File: src/sv/rkv_pkg.sv
// Shared types, constants and the derivative microcode for the two-strain RK4 core.
// Used by every module in this folder; depends on nothing else.
package rkv_pkg;

	localparam int VALUE_WIDTH = 24;
	localparam int FRAC_BITS   = 20;
	localparam int IO_WIDTH    = 24;
	localparam int RATE_BITS   = 24;
	localparam int SLOPE_WIDTH = VALUE_WIDTH + 4;
	localparam int ACC_WIDTH   = VALUE_WIDTH + 3;
	localparam int OPD_WIDTH   = RATE_BITS + 1;
	localparam int MUL_WIDTH   = 32;
	localparam int PROD_WIDTH  = 2 * MUL_WIDTH;
	localparam int STEP_WIDTH  = 16;
	localparam int NUM_VARS    = 6;
	localparam int NUM_PAIRS   = 6;
	localparam int NUM_RATES   = 12;
	localparam int NUM_UOPS    = 30;
	localparam int CFG_IDX_W   = 3;
	localparam int CFG_DATA_W  = 2 * RATE_BITS;
	localparam int RECIP_SHIFT = 34;

	// Division by six as a multiplication: exact for any 32-bit dividend.
	localparam logic [MUL_WIDTH-1:0] RECIP_SIX = 32'hAAAA_AAAB;

	localparam logic signed [VALUE_WIDTH-1:0] ONE_VALUE =
		(FRAC_BITS < VALUE_WIDTH - 1) ? VALUE_WIDTH'(64'd1 << FRAC_BITS)
		                              : VALUE_WIDTH'((64'd1 << (VALUE_WIDTH - 1)) - 64'd1);

	localparam logic [RATE_BITS-1:0]  STEP_SIZE_RESET  = 24'd104858;
	localparam logic [STEP_WIDTH-1:0] STEP_COUNT_RESET = 16'd100;

	localparam logic [CFG_IDX_W-1:0] CFG_INFECT     = 3'd0;
	localparam logic [CFG_IDX_W-1:0] CFG_GROWTH     = 3'd1;
	localparam logic [CFG_IDX_W-1:0] CFG_LOSS       = 3'd2;
	localparam logic [CFG_IDX_W-1:0] CFG_DECAY      = 3'd3;
	localparam logic [CFG_IDX_W-1:0] CFG_BINDING    = 3'd4;
	localparam logic [CFG_IDX_W-1:0] CFG_RELEASE    = 3'd5;
	localparam logic [CFG_IDX_W-1:0] CFG_STEP_SIZE  = 3'd6;
	localparam logic [CFG_IDX_W-1:0] CFG_STEP_COUNT = 3'd7;

	localparam logic [1:0] LAST_STAGE = 2'd3;

	typedef enum logic [2:0] {
		ST_IDLE,
		ST_CHECK,
		ST_ISSUE,
		ST_WB,
		ST_FINISH
	} state_t;

	typedef enum logic [1:0] {
		MODE_F,
		MODE_F1,
		MODE_Q,
		MODE_DIV6
	} mul_mode_t;

	typedef enum logic [4:0] {
		SRC_X0, SRC_X1, SRC_X2, SRC_X3, SRC_X4, SRC_X5,
		SRC_R0, SRC_R1, SRC_R2, SRC_R3, SRC_R4, SRC_R5,
		SRC_R6, SRC_R7, SRC_R8, SRC_R9, SRC_R10, SRC_R11,
		SRC_TU, SRC_TV, SRC_TB0, SRC_TB1, SRC_TP, SRC_ONE
	} src_t;

	typedef enum logic [3:0] {
		DST_NONE, DST_TU, DST_TV, DST_TB0, DST_TB1, DST_TP,
		DST_K0, DST_K1, DST_K2, DST_K3, DST_K4, DST_K5
	} dst_t;

	typedef enum logic [1:0] {
		ACC_NONE,
		ACC_SET,
		ACC_ADD,
		ACC_SUB
	} acc_op_t;

	typedef struct packed {
		logic    is_mul;
		src_t    a;
		src_t    b;
		acc_op_t acc;
		dst_t    dst;
	} uop_t;

	typedef struct packed {
		logic       load;
		logic       issue;
		logic       wb;
		logic       finish;
		logic       lanes;
		logic [2:0] lane;
		logic       pass;
		logic [1:0] stage;
		logic [4:0] pc;
	} ctl_t;

	function automatic uop_t mk(input logic m, input src_t a, input src_t b,
	                            input acc_op_t acc, input dst_t dst);
		uop_t u;
		u.is_mul = m;
		u.a      = a;
		u.b      = b;
		u.acc    = acc;
		u.dst    = dst;
		return u;
	endfunction

	// One pass over the right-hand side. A product with no accumulate writes the
	// rounded product; every other write takes the saturated accumulator.
	function automatic uop_t uop_rom(input logic [4:0] pc);
		uop_t u;
		u = mk(1'b0, SRC_ONE, SRC_ONE, ACC_NONE, DST_NONE);
		case (pc)
			5'd0:  u = mk(1'b0, SRC_ONE, SRC_ONE, ACC_SET, DST_NONE);
			5'd1:  u = mk(1'b0, SRC_X0,  SRC_ONE, ACC_SUB, DST_NONE);
			5'd2:  u = mk(1'b0, SRC_X1,  SRC_ONE, ACC_SUB, DST_TU);
			5'd3:  u = mk(1'b0, SRC_ONE, SRC_ONE, ACC_SET, DST_NONE);
			5'd4:  u = mk(1'b0, SRC_X2,  SRC_ONE, ACC_SUB, DST_NONE);
			5'd5:  u = mk(1'b0, SRC_X3,  SRC_ONE, ACC_SUB, DST_TV);
			5'd6:  u = mk(1'b1, SRC_R8,  SRC_X0,  ACC_NONE, DST_TB0);
			5'd7:  u = mk(1'b1, SRC_TB0, SRC_X3,  ACC_NONE, DST_TB0);
			5'd8:  u = mk(1'b1, SRC_R9,  SRC_X1,  ACC_NONE, DST_TB1);
			5'd9:  u = mk(1'b1, SRC_TB1, SRC_X3,  ACC_NONE, DST_TB1);
			5'd10: u = mk(1'b1, SRC_R0,  SRC_X0,  ACC_NONE, DST_TP);
			5'd11: u = mk(1'b1, SRC_TP,  SRC_X2,  ACC_NONE, DST_TP);
			5'd12: u = mk(1'b1, SRC_TP,  SRC_TU,  ACC_SET, DST_NONE);
			5'd13: u = mk(1'b0, SRC_TB0, SRC_ONE, ACC_SUB, DST_NONE);
			5'd14: u = mk(1'b1, SRC_R4,  SRC_X0,  ACC_SUB, DST_K0);
			5'd15: u = mk(1'b1, SRC_R1,  SRC_X1,  ACC_NONE, DST_TP);
			5'd16: u = mk(1'b1, SRC_TP,  SRC_X2,  ACC_NONE, DST_TP);
			5'd17: u = mk(1'b1, SRC_TP,  SRC_TU,  ACC_SET, DST_NONE);
			5'd18: u = mk(1'b0, SRC_TB1, SRC_ONE, ACC_SUB, DST_NONE);
			5'd19: u = mk(1'b1, SRC_R5,  SRC_X1,  ACC_SUB, DST_K1);
			5'd20: u = mk(1'b1, SRC_R2,  SRC_X0,  ACC_NONE, DST_TP);
			5'd21: u = mk(1'b1, SRC_TP,  SRC_TV,  ACC_SET, DST_NONE);
			5'd22: u = mk(1'b1, SRC_R6,  SRC_X2,  ACC_SUB, DST_K2);
			5'd23: u = mk(1'b1, SRC_R3,  SRC_X1,  ACC_NONE, DST_TP);
			5'd24: u = mk(1'b1, SRC_TP,  SRC_TV,  ACC_SET, DST_NONE);
			5'd25: u = mk(1'b1, SRC_R7,  SRC_X3,  ACC_SUB, DST_K3);
			5'd26: u = mk(1'b0, SRC_TB0, SRC_ONE, ACC_SET, DST_NONE);
			5'd27: u = mk(1'b1, SRC_R10, SRC_X4,  ACC_SUB, DST_K4);
			5'd28: u = mk(1'b0, SRC_TB1, SRC_ONE, ACC_SET, DST_NONE);
			5'd29: u = mk(1'b1, SRC_R11, SRC_X5,  ACC_SUB, DST_K5);
			default: u = mk(1'b0, SRC_ONE, SRC_ONE, ACC_NONE, DST_NONE);
		endcase
		return u;
	endfunction

	function automatic logic signed [VALUE_WIDTH-1:0] sat_val(
		input logic signed [ACC_WIDTH-1:0] x);
		logic signed [ACC_WIDTH-1:0] hi;
		logic signed [ACC_WIDTH-1:0] lo;
		hi = {{(ACC_WIDTH - VALUE_WIDTH + 1){1'b0}}, {(VALUE_WIDTH - 1){1'b1}}};
		lo = ~hi;
		if (x > hi) begin
			return hi[VALUE_WIDTH-1:0];
		end else if (x < lo) begin
			return lo[VALUE_WIDTH-1:0];
		end
		return x[VALUE_WIDTH-1:0];
	endfunction

	function automatic logic signed [SLOPE_WIDTH-1:0] sat_slope(
		input logic signed [SLOPE_WIDTH:0] x);
		logic signed [SLOPE_WIDTH:0] hi;
		logic signed [SLOPE_WIDTH:0] lo;
		hi = {2'b00, {(SLOPE_WIDTH - 1){1'b1}}};
		lo = ~hi;
		if (x > hi) begin
			return hi[SLOPE_WIDTH-1:0];
		end else if (x < lo) begin
			return lo[SLOPE_WIDTH-1:0];
		end
		return x[SLOPE_WIDTH-1:0];
	endfunction

endpackage

File: src/sv/rk4_two_strain_virus_ode_core.sv
// Top level of the two-strain virus RK4 integrator: state, operand selection, handshakes.
// Depends on rkv_pkg, rkv_seq and rkv_mul_unit.
//
// Usage. Eight configuration registers are written through cfg_write_en, cfg_index
// and cfg_data while the core is idle; six rate pairs, the step size and the step
// count. An input beat carries one initial state of six signed values and is taken
// when in_valid is high and in_stall low. The core then runs step_count fourth-order
// Runge-Kutta steps and presents the six final values as one output beat, held
// until out_stall is low.
// Datapath. All arithmetic goes through one shared multiplier with a registered
// product, so every micro-operation passes through an issue state and a write-back
// state. A step is four right-hand-side passes of 30 micro-operations plus the
// per-variable updates, and a check of the remaining step count. in_stall is high
// from acceptance until the result moves to the output register.
// The finished result sits in an output register, so a new input beat is taken
// while the previous result still waits on a stalled receiver; the core only
// waits at the end of a run if that register is still full.
// Reset clears the sequencer and the output valid and sets the configuration
// registers to their reset values; no beat is in flight afterwards.
module rk4_two_strain_virus_ode_core (
	input  logic                                   clk,
	input  logic                                   arst_n,
	input  logic                                   cfg_write_en,
	input  logic [rkv_pkg::CFG_IDX_W-1:0]          cfg_index,
	input  logic [rkv_pkg::CFG_DATA_W-1:0]         cfg_data,
	input  logic                                   in_valid,
	output logic                                   in_stall,
	input  logic signed [rkv_pkg::IO_WIDTH-1:0]    init_first_strain,
	input  logic signed [rkv_pkg::IO_WIDTH-1:0]    init_second_strain,
	input  logic signed [rkv_pkg::IO_WIDTH-1:0]    init_first_helper,
	input  logic signed [rkv_pkg::IO_WIDTH-1:0]    init_shared_pool,
	input  logic signed [rkv_pkg::IO_WIDTH-1:0]    init_first_complex,
	input  logic signed [rkv_pkg::IO_WIDTH-1:0]    init_second_complex,
	output logic                                   out_valid,
	input  logic                                   out_stall,
	output logic signed [rkv_pkg::IO_WIDTH-1:0]    final_first_strain,
	output logic signed [rkv_pkg::IO_WIDTH-1:0]    final_second_strain,
	output logic signed [rkv_pkg::IO_WIDTH-1:0]    final_first_helper,
	output logic signed [rkv_pkg::IO_WIDTH-1:0]    final_shared_pool,
	output logic signed [rkv_pkg::IO_WIDTH-1:0]    final_first_complex,
	output logic signed [rkv_pkg::IO_WIDTH-1:0]    final_second_complex
);

	localparam int VW = rkv_pkg::VALUE_WIDTH;
	localparam int SW = rkv_pkg::SLOPE_WIDTH;
	localparam int AW = rkv_pkg::ACC_WIDTH;
	localparam int OW = rkv_pkg::OPD_WIDTH;
	localparam int MW = rkv_pkg::MUL_WIDTH;
	localparam int NV = rkv_pkg::NUM_VARS;

	logic [rkv_pkg::CFG_DATA_W-1:0] pair_q [rkv_pkg::NUM_PAIRS];
	logic [rkv_pkg::RATE_BITS-1:0]  step_size_q;
	logic [rkv_pkg::STEP_WIDTH-1:0] step_count_q;

	logic signed [VW-1:0] cur_q   [NV];
	logic signed [VW-1:0] probe_q [NV];
	logic signed [VW-1:0] k_q     [NV];
	logic signed [SW-1:0] slope_q [NV];
	logic signed [VW-1:0] tu_q, tv_q, tb0_q, tb1_q, tp_q;
	logic signed [AW-1:0] acc_q;
	logic [MW-1:0]        q_q;

	logic                 out_valid_q;
	logic signed [VW-1:0] out_q [NV];

	logic [rkv_pkg::RATE_BITS-1:0] rate_v [rkv_pkg::NUM_RATES];
	logic signed [VW-1:0]          xv     [NV];
	logic signed [OW-1:0]          opd    [2];
	rkv_pkg::src_t                 sel    [2];

	rkv_pkg::ctl_t      ctl;
	rkv_pkg::uop_t      uop;
	logic               busy;
	logic               out_free;
	logic [MW-1:0]      a_mag, b_mag;
	logic               neg;
	rkv_pkg::mul_mode_t mode;
	logic signed [VW-1:0] unit_res;
	logic [MW-1:0]        unit_quot;

	logic signed [OW-1:0]   kl_abs;
	logic signed [SW-1:0]   slope_fin;
	logic [SW-1:0]          slope_abs;
	logic signed [AW-1:0]   r_ext;
	logic signed [AW-1:0]   acc_new;
	logic signed [VW-1:0]   wr_val;
	logic signed [AW-1:0]   lane_sum;

	genvar gi;

	generate
		for (gi = 0; gi < rkv_pkg::NUM_RATES; gi++) begin : g_rate
			assign rate_v[gi] =
				pair_q[gi / 2][(gi % 2) * rkv_pkg::RATE_BITS +: rkv_pkg::RATE_BITS];
		end
	endgenerate

	assign out_free = !out_valid_q || !out_stall;
	assign in_stall = busy;

	rkv_seq u_seq (
		.clk        (clk),
		.arst_n     (arst_n),
		.in_valid   (in_valid),
		.out_free   (out_free),
		.step_count (step_count_q),
		.busy       (busy),
		.ctl        (ctl)
	);

	assign uop = rkv_pkg::uop_rom(ctl.pc);

	always_comb begin
		for (int i = 0; i < NV; i++) begin
			xv[i] = (ctl.stage == 2'd0) ? cur_q[i] : probe_q[i];
		end
		sel[0] = uop.a;
		sel[1] = uop.b;
		for (int j = 0; j < 2; j++) begin
			case (sel[j])
				rkv_pkg::SRC_X0:  opd[j] = OW'(xv[0]);
				rkv_pkg::SRC_X1:  opd[j] = OW'(xv[1]);
				rkv_pkg::SRC_X2:  opd[j] = OW'(xv[2]);
				rkv_pkg::SRC_X3:  opd[j] = OW'(xv[3]);
				rkv_pkg::SRC_X4:  opd[j] = OW'(xv[4]);
				rkv_pkg::SRC_X5:  opd[j] = OW'(xv[5]);
				rkv_pkg::SRC_R0:  opd[j] = $signed({1'b0, rate_v[0]});
				rkv_pkg::SRC_R1:  opd[j] = $signed({1'b0, rate_v[1]});
				rkv_pkg::SRC_R2:  opd[j] = $signed({1'b0, rate_v[2]});
				rkv_pkg::SRC_R3:  opd[j] = $signed({1'b0, rate_v[3]});
				rkv_pkg::SRC_R4:  opd[j] = $signed({1'b0, rate_v[4]});
				rkv_pkg::SRC_R5:  opd[j] = $signed({1'b0, rate_v[5]});
				rkv_pkg::SRC_R6:  opd[j] = $signed({1'b0, rate_v[6]});
				rkv_pkg::SRC_R7:  opd[j] = $signed({1'b0, rate_v[7]});
				rkv_pkg::SRC_R8:  opd[j] = $signed({1'b0, rate_v[8]});
				rkv_pkg::SRC_R9:  opd[j] = $signed({1'b0, rate_v[9]});
				rkv_pkg::SRC_R10: opd[j] = $signed({1'b0, rate_v[10]});
				rkv_pkg::SRC_R11: opd[j] = $signed({1'b0, rate_v[11]});
				rkv_pkg::SRC_TU:  opd[j] = OW'(tu_q);
				rkv_pkg::SRC_TV:  opd[j] = OW'(tv_q);
				rkv_pkg::SRC_TB0: opd[j] = OW'(tb0_q);
				rkv_pkg::SRC_TB1: opd[j] = OW'(tb1_q);
				rkv_pkg::SRC_TP:  opd[j] = OW'(tp_q);
				default:          opd[j] = OW'(rkv_pkg::ONE_VALUE);
			endcase
		end
	end

	// Operands for the shared unit: derivative products, probe increments or the
	// two passes of the final weighted update.
	always_comb begin
		kl_abs    = OW'(k_q[ctl.lane]);
		kl_abs    = kl_abs[OW-1] ? -kl_abs : kl_abs;
		slope_fin = rkv_pkg::sat_slope((SW + 1)'(slope_q[ctl.lane])
		                               + (SW + 1)'(k_q[ctl.lane]));
		slope_abs = slope_fin[SW-1] ? $unsigned(-slope_fin) : $unsigned(slope_fin);
		a_mag = MW'($unsigned(opd[0][OW-1] ? -opd[0] : opd[0]));
		b_mag = MW'($unsigned(opd[1][OW-1] ? -opd[1] : opd[1]));
		neg   = opd[0][OW-1] ^ opd[1][OW-1];
		mode  = rkv_pkg::MODE_F;
		if (ctl.lanes) begin
			if (ctl.stage != rkv_pkg::LAST_STAGE) begin
				a_mag = MW'(step_size_q);
				b_mag = MW'($unsigned(kl_abs));
				neg   = k_q[ctl.lane][VW-1];
				mode  = (ctl.stage == 2'd2) ? rkv_pkg::MODE_F : rkv_pkg::MODE_F1;
			end else if (!ctl.pass) begin
				a_mag = MW'(slope_abs);
				b_mag = MW'(step_size_q);
				neg   = 1'b0;
				mode  = rkv_pkg::MODE_Q;
			end else begin
				a_mag = q_q;
				b_mag = rkv_pkg::RECIP_SIX;
				neg   = slope_q[ctl.lane][SW-1];
				mode  = rkv_pkg::MODE_DIV6;
			end
		end
	end

	rkv_mul_unit u_mul (
		.clk   (clk),
		.a_mag (a_mag),
		.b_mag (b_mag),
		.neg   (neg),
		.mode  (mode),
		.res   (unit_res),
		.quot  (unit_quot)
	);

	always_comb begin
		r_ext = uop.is_mul ? AW'(unit_res) : AW'(opd[0]);
		case (uop.acc)
			rkv_pkg::ACC_SET: acc_new = r_ext;
			rkv_pkg::ACC_ADD: acc_new = acc_q + r_ext;
			rkv_pkg::ACC_SUB: acc_new = acc_q - r_ext;
			default:          acc_new = acc_q;
		endcase
		wr_val   = (uop.acc == rkv_pkg::ACC_NONE) ? unit_res : rkv_pkg::sat_val(acc_new);
		lane_sum = AW'(cur_q[ctl.lane]) + AW'(unit_res);
	end

	always_ff @(posedge clk or negedge arst_n) begin
		if (!arst_n) begin
			for (int i = 0; i < rkv_pkg::NUM_PAIRS; i++) begin
				pair_q[i] <= '0;
			end
			step_size_q  <= rkv_pkg::STEP_SIZE_RESET;
			step_count_q <= rkv_pkg::STEP_COUNT_RESET;
		end else if (cfg_write_en) begin
			if (cfg_index == rkv_pkg::CFG_STEP_SIZE) begin
				step_size_q <= cfg_data[rkv_pkg::RATE_BITS-1:0];
			end else if (cfg_index == rkv_pkg::CFG_STEP_COUNT) begin
				step_count_q <= cfg_data[rkv_pkg::STEP_WIDTH-1:0];
			end else begin
				pair_q[cfg_index] <= cfg_data;
			end
		end
	end

	always_ff @(posedge clk) begin
		if (ctl.load) begin
			cur_q[0] <= init_first_strain;
			cur_q[1] <= init_second_strain;
			cur_q[2] <= init_first_helper;
			cur_q[3] <= init_shared_pool;
			cur_q[4] <= init_first_complex;
			cur_q[5] <= init_second_complex;
		end
		if (ctl.issue && ctl.lanes && ctl.stage == rkv_pkg::LAST_STAGE && !ctl.pass) begin
			slope_q[ctl.lane] <= slope_fin;
		end
		if (ctl.wb && !ctl.lanes) begin
			if (uop.acc != rkv_pkg::ACC_NONE) begin
				acc_q <= acc_new;
			end
			case (uop.dst)
				rkv_pkg::DST_TU:  tu_q  <= wr_val;
				rkv_pkg::DST_TV:  tv_q  <= wr_val;
				rkv_pkg::DST_TB0: tb0_q <= wr_val;
				rkv_pkg::DST_TB1: tb1_q <= wr_val;
				rkv_pkg::DST_TP:  tp_q  <= wr_val;
				rkv_pkg::DST_K0:  k_q[0] <= wr_val;
				rkv_pkg::DST_K1:  k_q[1] <= wr_val;
				rkv_pkg::DST_K2:  k_q[2] <= wr_val;
				rkv_pkg::DST_K3:  k_q[3] <= wr_val;
				rkv_pkg::DST_K4:  k_q[4] <= wr_val;
				rkv_pkg::DST_K5:  k_q[5] <= wr_val;
				default: ;
			endcase
		end
		if (ctl.wb && ctl.lanes) begin
			if (ctl.stage != rkv_pkg::LAST_STAGE) begin
				probe_q[ctl.lane] <= rkv_pkg::sat_val(lane_sum);
				if (ctl.stage == 2'd0) begin
					slope_q[ctl.lane] <= SW'(k_q[ctl.lane]);
				end else begin
					slope_q[ctl.lane] <= slope_q[ctl.lane] + (SW'(k_q[ctl.lane]) <<< 1);
				end
			end else if (!ctl.pass) begin
				q_q <= unit_quot;
			end else begin
				cur_q[ctl.lane] <= rkv_pkg::sat_val(lane_sum);
			end
		end
		if (ctl.finish) begin
			for (int i = 0; i < NV; i++) begin
				out_q[i] <= cur_q[i];
			end
		end
	end

	always_ff @(posedge clk or negedge arst_n) begin
		if (!arst_n) begin
			out_valid_q <= 1'b0;
		end else if (ctl.finish) begin
			out_valid_q <= 1'b1;
		end else if (!out_stall) begin
			out_valid_q <= 1'b0;
		end
	end

	assign out_valid            = out_valid_q;
	assign final_first_strain   = out_q[0];
	assign final_second_strain  = out_q[1];
	assign final_first_helper   = out_q[2];
	assign final_shared_pool    = out_q[3];
	assign final_first_complex  = out_q[4];
	assign final_second_complex = out_q[5];

endmodule

File: src/sv/rkv_mul_unit.sv
// Shared multiply, round and saturate unit of the two-strain RK4 core.
// Depends on rkv_pkg.
module rkv_mul_unit (
	input  logic                                   clk,
	input  logic [rkv_pkg::MUL_WIDTH-1:0]          a_mag,
	input  logic [rkv_pkg::MUL_WIDTH-1:0]          b_mag,
	input  logic                                   neg,
	input  rkv_pkg::mul_mode_t                     mode,
	output logic signed [rkv_pkg::VALUE_WIDTH-1:0] res,
	output logic [rkv_pkg::MUL_WIDTH-1:0]          quot
);

	logic [rkv_pkg::PROD_WIDTH-1:0] prod_s1;
	logic                           neg_s1;
	rkv_pkg::mul_mode_t             mode_s1;

	logic [rkv_pkg::PROD_WIDTH-1:0] rnd;
	logic [rkv_pkg::PROD_WIDTH-1:0] sum;
	logic [rkv_pkg::PROD_WIDTH-1:0] shifted;
	logic [rkv_pkg::PROD_WIDTH-1:0] lim;
	logic [rkv_pkg::PROD_WIDTH-1:0] clamp;

	always_ff @(posedge clk) begin
		prod_s1 <= a_mag * b_mag;
		neg_s1  <= neg;
		mode_s1 <= mode;
	end

	always_comb begin
		case (mode_s1)
			rkv_pkg::MODE_F:  rnd = rkv_pkg::PROD_WIDTH'(1) << (rkv_pkg::FRAC_BITS - 1);
			rkv_pkg::MODE_F1: rnd = rkv_pkg::PROD_WIDTH'(1) << rkv_pkg::FRAC_BITS;
			rkv_pkg::MODE_Q:  rnd = rkv_pkg::PROD_WIDTH'(3) << rkv_pkg::FRAC_BITS;
			default:          rnd = '0;
		endcase
		sum = prod_s1 + rnd;
		case (mode_s1)
			rkv_pkg::MODE_F1:   shifted = sum >> (rkv_pkg::FRAC_BITS + 1);
			rkv_pkg::MODE_DIV6: shifted = prod_s1 >> rkv_pkg::RECIP_SHIFT;
			default:            shifted = sum >> rkv_pkg::FRAC_BITS;
		endcase
		// A negative result may reach one further than a positive one.
		lim   = (rkv_pkg::PROD_WIDTH'(1) << (rkv_pkg::VALUE_WIDTH - 1))
		        - rkv_pkg::PROD_WIDTH'(!neg_s1);
		clamp = (shifted > lim) ? lim : shifted;
		res   = neg_s1 ? -rkv_pkg::VALUE_WIDTH'(clamp) : rkv_pkg::VALUE_WIDTH'(clamp);
		quot  = shifted[rkv_pkg::MUL_WIDTH-1:0];
	end

endmodule

File: src/sv/rkv_seq.sv
// Sequencer of the two-strain RK4 core: run, stage, microcode and lane counters.
// Depends on rkv_pkg.
module rkv_seq (
	input  logic                              clk,
	input  logic                              arst_n,
	input  logic                              in_valid,
	input  logic                              out_free,
	input  logic [rkv_pkg::STEP_WIDTH-1:0]    step_count,
	output logic                              busy,
	output rkv_pkg::ctl_t                     ctl
);

	rkv_pkg::state_t                state_q, state_d;
	logic [4:0]                     pc_q, pc_d;
	logic                           lanes_q, lanes_d;
	logic [2:0]                     lane_q, lane_d;
	logic                           pass_q, pass_d;
	logic [1:0]                     stage_q, stage_d;
	logic [rkv_pkg::STEP_WIDTH-1:0] steps_q, steps_d;

	always_ff @(posedge clk or negedge arst_n) begin
		if (!arst_n) begin
			state_q <= rkv_pkg::ST_IDLE;
			pc_q    <= '0;
			lanes_q <= 1'b0;
			lane_q  <= '0;
			pass_q  <= 1'b0;
			stage_q <= '0;
			steps_q <= '0;
		end else begin
			state_q <= state_d;
			pc_q    <= pc_d;
			lanes_q <= lanes_d;
			lane_q  <= lane_d;
			pass_q  <= pass_d;
			stage_q <= stage_d;
			steps_q <= steps_d;
		end
	end

	always_comb begin
		state_d = state_q;
		pc_d    = pc_q;
		lanes_d = lanes_q;
		lane_d  = lane_q;
		pass_d  = pass_q;
		stage_d = stage_q;
		steps_d = steps_q;
		ctl        = '0;
		ctl.lanes  = lanes_q;
		ctl.lane   = lane_q;
		ctl.pass   = pass_q;
		ctl.stage  = stage_q;
		ctl.pc     = pc_q;
		case (state_q)
			rkv_pkg::ST_IDLE: begin
				if (in_valid) begin
					ctl.load = 1'b1;
					steps_d  = step_count;
					state_d  = rkv_pkg::ST_CHECK;
				end
			end
			rkv_pkg::ST_CHECK: begin
				if (steps_q == '0) begin
					state_d = rkv_pkg::ST_FINISH;
				end else begin
					stage_d = '0;
					pc_d    = '0;
					lanes_d = 1'b0;
					lane_d  = '0;
					pass_d  = 1'b0;
					state_d = rkv_pkg::ST_ISSUE;
				end
			end
			rkv_pkg::ST_ISSUE: begin
				ctl.issue = 1'b1;
				state_d   = rkv_pkg::ST_WB;
			end
			rkv_pkg::ST_WB: begin
				ctl.wb  = 1'b1;
				state_d = rkv_pkg::ST_ISSUE;
				if (!lanes_q) begin
					if (pc_q == 5'(rkv_pkg::NUM_UOPS - 1)) begin
						lanes_d = 1'b1;
						lane_d  = '0;
					end else begin
						pc_d = pc_q + 5'd1;
					end
				end else if (stage_q == rkv_pkg::LAST_STAGE && !pass_q) begin
					// The final update takes a second pass for the division by six.
					pass_d = 1'b1;
				end else begin
					pass_d = 1'b0;
					if (lane_q != 3'(rkv_pkg::NUM_VARS - 1)) begin
						lane_d = lane_q + 3'd1;
					end else if (stage_q != rkv_pkg::LAST_STAGE) begin
						stage_d = stage_q + 2'd1;
						lanes_d = 1'b0;
						pc_d    = '0;
					end else begin
						steps_d = steps_q - 1'b1;
						state_d = rkv_pkg::ST_CHECK;
					end
				end
			end
			rkv_pkg::ST_FINISH: begin
				if (out_free) begin
					ctl.finish = 1'b1;
					state_d    = rkv_pkg::ST_IDLE;
				end
			end
			default: state_d = rkv_pkg::ST_IDLE;
		endcase
	end

	assign busy = (state_q != rkv_pkg::ST_IDLE);

endmodule

File: config.mk
export PLATFORM = sky130hd
export DESIGN_NAME = rk4_two_strain_virus_ode_core
export DESIGN_NICKNAME = d
export VERILOG_FILES = /design/src/sv/rkv_pkg.sv /design/src/sv/rk4_two_strain_virus_ode_core.sv /design/src/sv/rkv_mul_unit.sv /design/src/sv/rkv_seq.sv
export SDC_FILE = /design/constraint.sdc
export NUM_CORES = 2
export LEC_CHECK = 0
export ABC_AREA = 0
export CORE_MARGIN = 1.5
export CORE_UTILIZATION = 45
export CTS_BUF_LIST = sky130_fd_sc_hd__clkbuf_2
export DETAILED_ROUTE_END_ITERATION = 10
export DONT_BUFFER_PORTS = 1
export HOLD_SLACK_MARGIN = 0.08
export PLACE_DENSITY = 0.64
export SLEW_MARGIN = 20
export SYNTH_ARGS = -nofsm -noshare
export SYNTH_HDL_FRONTEND = slang
export SYNTH_SLANG_ARGS = --single-unit
export TNS_END_PERCENT = 20
File: constraint.sdc
create_clock -name clk -period 18.95 [get_ports clk]
set_clock_uncertainty 0.2 [all_clocks]
set_input_delay 2.8425 -clock clk [delete_from_list [all_inputs] [get_ports clk]]
set_output_delay 2.8425 -clock clk [all_outputs]
set_load 0.01 [all_outputs]
After elaboration in Yosys (flattened, before gate mapping)
Memories as Yosys holds them, arrays and structs flattened.
Index checks and enable logic that the tools add are counted.
{ "op_classes": {"addsub": 16, "multipliers": 1, "magnitude_cmp": 9, "eq_ne": 87, "n_mux": 170, "bitwise": 8, "reduce_logical": 47} }
{ "ops": {"columns": ["op", "count"], "rows": [
  ["25-bit case mux with 23 select lines", 2],
  ["24-bit 2-to-1 mux", 27],
  ["288-bit bitwise mux", 1],
  ["32-bit 2-to-1 mux", 6],
  ["28-bit 2-to-1 mux", 6],
  ["48-bit demux with 3-bit select", 1],
  ["24-bit OR reduction", 6],
  ["44-bit case mux with 2 select lines", 1],
  ["27-bit case mux with 3 select lines", 1],
  ["5-bit by 4-bit equality test with 1-bit output, second input constant", 16],
  ["16-bit 2-to-1 mux", 5],
  ["1-bit 2-to-1 mux", 77],
  ["5-bit equality test, second input constant", 15],
  ["25-bit 2-to-1 mux", 3],
  ["22-bit case mux with 3 select lines", 1],
  ["64-bit by 22-bit adder with 64-bit output", 1],
  ["44-bit by 64-bit > comparator with 1-bit output", 1],
  ["32-bit by 32-bit multiplier with 64-bit output", 1],
  ["3-bit 2-to-1 mux", 17],
  ["25-bit negator", 2],
  ["48-bit 2-to-1 mux", 1],
  ["5-bit by 3-bit equality test with 1-bit output, second input constant", 8],
  ["16-bit case mux with 2 select lines", 1],
  ["5-bit 2-to-1 mux", 6],
  ["other kinds (61)", 132]
]} }
{ "totals": {"register_bits": 606, "ram_bits": 744, "rom_bits": 512, "input_bits": 200, "output_inout_bits": 146, "word_cells": 370, "mem_count": 6} }
{ "memory_table": {"columns": ["name", "words", "width", "read_ports", "rd_ports_with_merged_regs", "wr", "line_no", "text"], "rows": [
  ["(no name shown)", 32, 16, 1, 0, 0, "rkv_pkg.sv:114", "case (pc)"],
  ["slope_q", 6, 28, 1, 0, 1, "rk4_two_strain_virus_ode_core.sv:58", "logic signed [SW-1:0] slope_q [NV];"],
  ["cur_q", 6, 24, 7, 0, 6, "rk4_two_strain_virus_ode_core.sv:55", "logic signed [VW-1:0] cur_q [NV];"],
  ["k_q", 6, 24, 1, 0, 1, "rk4_two_strain_virus_ode_core.sv:57", "logic signed [VW-1:0] k_q [NV];"],
  ["out_q", 6, 24, 6, 0, 6, "rk4_two_strain_virus_ode_core.sv:64", "logic signed [VW-1:0] out_q [NV];"],
  ["probe_q", 6, 24, 6, 0, 1, "rk4_two_strain_virus_ode_core.sv:56", "logic signed [VW-1:0] probe_q [NV];"]
]} }

Longest topological paths before layout
{ "logic_depth": {"depth_word": 21, "ltp_mapped": 66, "ltp_nobuf": 56} }

By module
A second synthesis with hierarchy kept.
{ "unflattened": {"cells_unflattened": 9974, "hier_area_um2": 106327.0} }
{ "modules_own_cells": {"columns": ["mod", "n_inst", "cells_each", "area_per_inst_um2", "seq_area_each_um2"], "rows": [
  ["rk4_two_strain_virus_ode_core", 1, 5644, 67634.9, 37405.9],
  ["rkv_mul_unit", 1, 4104, 36721.5, 960.9],
  ["rkv_seq", 1, 226, 1970.6, 775.7]
]} }

Worst setup path after synthesis
OpenSTA, ideal clock, no wires.
{ "synth_timing": {"path_type": "register -> register", "from": "register u_seq.lane_q[0]", "to": "register u_mul.prod_s1[61] (netlist name)", "setup_ps": 72, "arrival_time_ps": 17226, "required_time_ps": 18678, "path_slack_ps": 1451, "stages_incl_launch_ff": 58, "path_buffers": 13, "path_cell_list": "dfrtp_1 clkbuf_1 clkbuf_1 buf_2 buf_1 buf_2 clkbuf_1 clkbuf_1 clkbuf_1 buf_2 buf_1 mux2i_1 o21ai_0 ha_1 and3_1 nor2b_1 and2_1 a2111oi_1 (+22 left out) fa_1 fa_1 fa_1 inv_1 fa_1 inv_1 ha_1 and3_1 and2_1 a21oi_1 nand2_1 a221o_1 a221oi_1 nand2b_1 a21oi_1 o211ai_1 o41ai_1 xnor2_1"} }
{ "synth_via": {"elab_chain_len": 12, "word_cells_on_any_way": 19} }
{ "synth_rtl": {"columns": ["element", "line_no", "text"], "rows": [
  ["from (decl)", "rkv_seq.sv:16", "logic [2:0] lane_q, lane_d;"],
  ["from (signal assigned)", "rkv_seq.sv:34", "lane_q <= lane_d;"],
  ["memory 6 x 28 bit or memory 6 x 24 bit (tied branches)", null, null],
  ["28-bit by 24-bit adder with 29-bit output", "rk4_two_strain_virus_ode_core.sv:155", "+ (SW + 1)'(k_q[ctl.lane]));"],
  ["29-bit by 28-bit less-than comparator with 1-bit output", "rkv_pkg.sv:172", "end else if (x < lo) begin"],
  ["1-bit 2-to-1 mux", "rkv_pkg.sv:172", null],
  ["1-bit 2-to-1 mux", "rkv_pkg.sv:170", "if (x > hi) begin"],
  ["28-bit 2-to-1 mux", "rkv_pkg.sv:175", "return x[SLOPE_WIDTH-1:0];"],
  ["28-bit negator", "rk4_two_strain_virus_ode_core.sv:156", "slope_abs = slope_fin[SW-1] ? $unsigned(-slope_fin) : $unsigned(slope_fin);"],
  ["28-bit 2-to-1 mux", "rk4_two_strain_virus_ode_core.sv:156", null],
  ["32-bit 2-to-1 mux", "rk4_two_strain_virus_ode_core.sv:167", "end else if (!ctl.pass) begin"],
  ["32-bit 2-to-1 mux", "rk4_two_strain_virus_ode_core.sv:162", "if (ctl.stage != rkv_pkg::LAST_STAGE) begin"],
  ["32-bit 2-to-1 mux", "rk4_two_strain_virus_ode_core.sv:161", "if (ctl.lanes) begin"],
  ["32-bit by 32-bit multiplier with 64-bit output *", "rkv_mul_unit.sv:24", "prod_s1 <= a_mag * b_mag;"],
  ["to (signal assigned)", "rkv_mul_unit.sv:24", null],
  ["to (decl)", "rkv_mul_unit.sv:13", "logic [rkv_pkg::PROD_WIDTH-1:0] prod_s1;"]
]} }
Every way passes the cells marked *; elsewhere a longest branch is shown, timed or not.
A chain may end at the register's enable or synchronous reset.

Worst setup path after layout
Ends and elaborated chain as after synthesis.

==> summary.txt <==
outcome: complete, but fails checks
failing checks: slew limit
crit-path max FO: 44
Syn Std Cell Area: 103000 um^2
clock tree root buffer cell: clkbuf_2
Clock Latency Late Sink: 2000 ps
Die H: 481 um
largest cells by area after synthesis: edfxtp_1 (28%), fa_1 (16%), dfrtp_1 (8.5%), ha_1 (5.7%), mux2_2 (4.6%)
final wirelength: 426000 um
antenna-violating nets left: 0
nets: 11400
Placer Congestion: 1.06
Hold Crit Endpoint: u_seq.steps_q[0]
DRC viols: 0
post-place setup slack: 1890 ps
CP Capture Type: flop
Final Util: 48.9%
vias in the first global route: 83600
critical path arrival: 18490 ps
IO Pins: 346
fin. max-slew vios: 117
area share of the largest cell type after synthesis: 28.4%
Netlist cell types: 115
row count: 175
CP max stage delay: 900 ps
Clk pin slew, worst setup/hold paths: 120 ps
non-filler instance count after layout: 13200
Crit Path Class: reg -> reg
leading area contributor after synthesis: edfxtp_1
total number of vias: 83600
final-report setup violation count: 0
drt pass-1 iters: 7
Top FF cell, synth: edfxtp_1
post-route setup slack: 1970 ps
H-tree depth: 5
Gates resized, CTS repair: 0
ys async rst share: 26.1%
Tightest Pin Transition: 1640 ps
pin count of the biggest net entering global routing: 361
CP most frequent cell: fa_1
post-CTS setup buffers: 0
worst r2r dst: u_mul.prod_s1[61]
Initial Util: 45.3%
Clock Path Buffers: 4
core footprint: 227000 um^2
GRT Util Overall: 36.6%
most frequent cells in the layout: inv_1 (1164), edfxtp_1 (971), fa_1 (805), nor2_1 (777), nand2_1 (730)
RR Startpoint: u_seq.lane_q[0]
PortBufs: 0
wire per inst: 32.2 um
r2r setup slk: 1970 ps
hold-fix buffer count after cts: 0
Tcrit/Tclk final: 89.6%
Startpoint Class: flop
commonest non-fill, non-tap cell in the layout: inv_1
FF+latch count, synth: 1379
Max Freq: 58.9 MHz
remaining global-route overflow: 0
first-pass GRT wire length: 604000 um
Yosys warnings: 0
Layout area overhead: 7.97%
worst min-delay path class: reg -> reg
die width: 481 um
final hold viol count: 0
Syn Area/Cell: 10.6 um^2
Crit path required time: 20470 ps
Rel. slew slack: -9.04%
Crit-path slowest cell: dfrtp_4
TNS Setup: 0 ps
max-cap violations: 0
hold path depth: 2
Hold Startpoint: step_count_q[0]
DP HPWL: 315000 um
layout cell share with drive strength beyond 1: 15.8%
post-synthesis cell count: 9690
number of DRC markers in iteration 0: 10300
placed cell count: 12600
sequential area share after synthesis: 38.1%
initial antenna violation count: 41
Post-synth EDFFs: 971
CTS tree: yes
die footprint: 231000 um^2
Clock Sinks: 1379
Vias/cell: 6.31
Register-to-Register Path Depth: 48
CTS Buf Count: 375
Final min period: 16980 ps
unrepaired setup endpoints after global routing: no
## routing by layer
layer	up-vias	GRT usage [%]	share of wire, %
li1	34600	-	-
met1	42000	45.0	36
met4	20	25.3	8.1
met5	-	0	0.032
met3	1423	11.8	12
met2	5583	54.6	44
## registers in the layout, indices dropped and copies added (netlist names), 24 cells and up
signal         count
tb0_q             24
u_mul.prod_s1     45
tp_q              24
out_q            144
cur_q            192
k_q              144
q_q               32
tb1_q             24
tv_q              24
pair_q           288
slope_q          168
probe_q          144
tu_q              24
step_size_q       24
acc_q             27
## Yosys cell counts (60+ instances only)
cell type,n
a21oi_1,357
and2_1,66
a21o_1,93
clkbuf_1,366
ha_1,467
nor3_1,155
o22ai_1,102
nor2_1,804
nand2b_1,173
nor2b_1,69
fa_1,805
dfrtp_1,348
buf_1,64
mux2i_1,210
mux4_2,84
or2_2,61
mux2_2,417
o21ai_0,497
xnor2_1,172
edfxtp_1,971
a22oi_1,86
a221oi_1,69
nand3_1,154
inv_1,1165
o211ai_1,60
nand4_1,61
xor2_1,94
and3_1,83
nand2_1,733
## cell families (layout without fill, tap and decap cells)
| logic type | after synthesis | after routing | share of synthesized area (%) |
|---|---|---|---|
| compound gates | 1858 | 1858 | 12.1 |
| xor+xnor | 267 | 267 | 2.29 |
| fa+ha+maj | 1272 | 1272 | 21.4 |
| buf+inv | 1669 | 2088 | 6.22 |
| flops | 1379 | 1379 | 38.1 |
| mux | 711 | 711 | 8.45 |
| other cells | 2 | 131 | 0.00730 |
| simple gates | 2532 | 2532 | 11.5 |
## area by class of cell
| class | count | area (um^2) |
|---|---|---|
| Tap cell | 3009 | 3760 |
| Multi-Input combinational cell | 6716 | 58200 |
| Antenna cell | 55 | 138 |
| Inverter | 1173 | 4400 |
| Clock buffer | 533 | 2670 |
| Clock inverter | 106 | 554 |
| Timing Repair Buffer | 276 | 2150 |
| Fill cell | 20900 | 116000 |
| Sequential cell | 1379 | 39200 |
## how the worst max path moves through the flow
stage | start | to | cells past startpoint
after floorplan | u_seq.lane_q[0] | u_mul.prod_s1[61] | 57
after global placement | u_seq.lane_q[0] | u_mul.prod_s1[60] | 47
after detailed placement | u_seq.lane_q[0] | u_mul.prod_s1[60] | 45
after CTS | u_seq.lane_q[0] | u_mul.prod_s1[60] | 45
after global routing | u_seq.lane_q[0] | u_mul.prod_s1[61] | 50
final | u_seq.lane_q[0] | u_mul.prod_s1[61] | 48
## critical path, delay by kind of cell (launching register included)
| kind | cells | cell delay, ps |
|---|---|---|
| simple gates | 13 | 3470 |
| buf+inv | 8 | 1380 |
| compound gates | 13 | 4880 |
| xor+xnor | 1 | 170 |
| fa+ha+maj | 11 | 4930 |
| mux | 2 | 920 |
| flops | 1 | 900 |
## per-stage QoR
step | instance area (um^2) | hold slack (ps)
6_report | 111000 | 218
5_1_grt | 111000 | 238
4_1_cts | 111000 | 196
3_5_place_dp | 108000 | 271
3_3_place_gp | 108000 | 263
2_1_floorplan | 103000 | 238
Power is left out: the tool's default activity adds up to more than one toggle a clock period on the data nets, which glitch-free logic cannot reach.
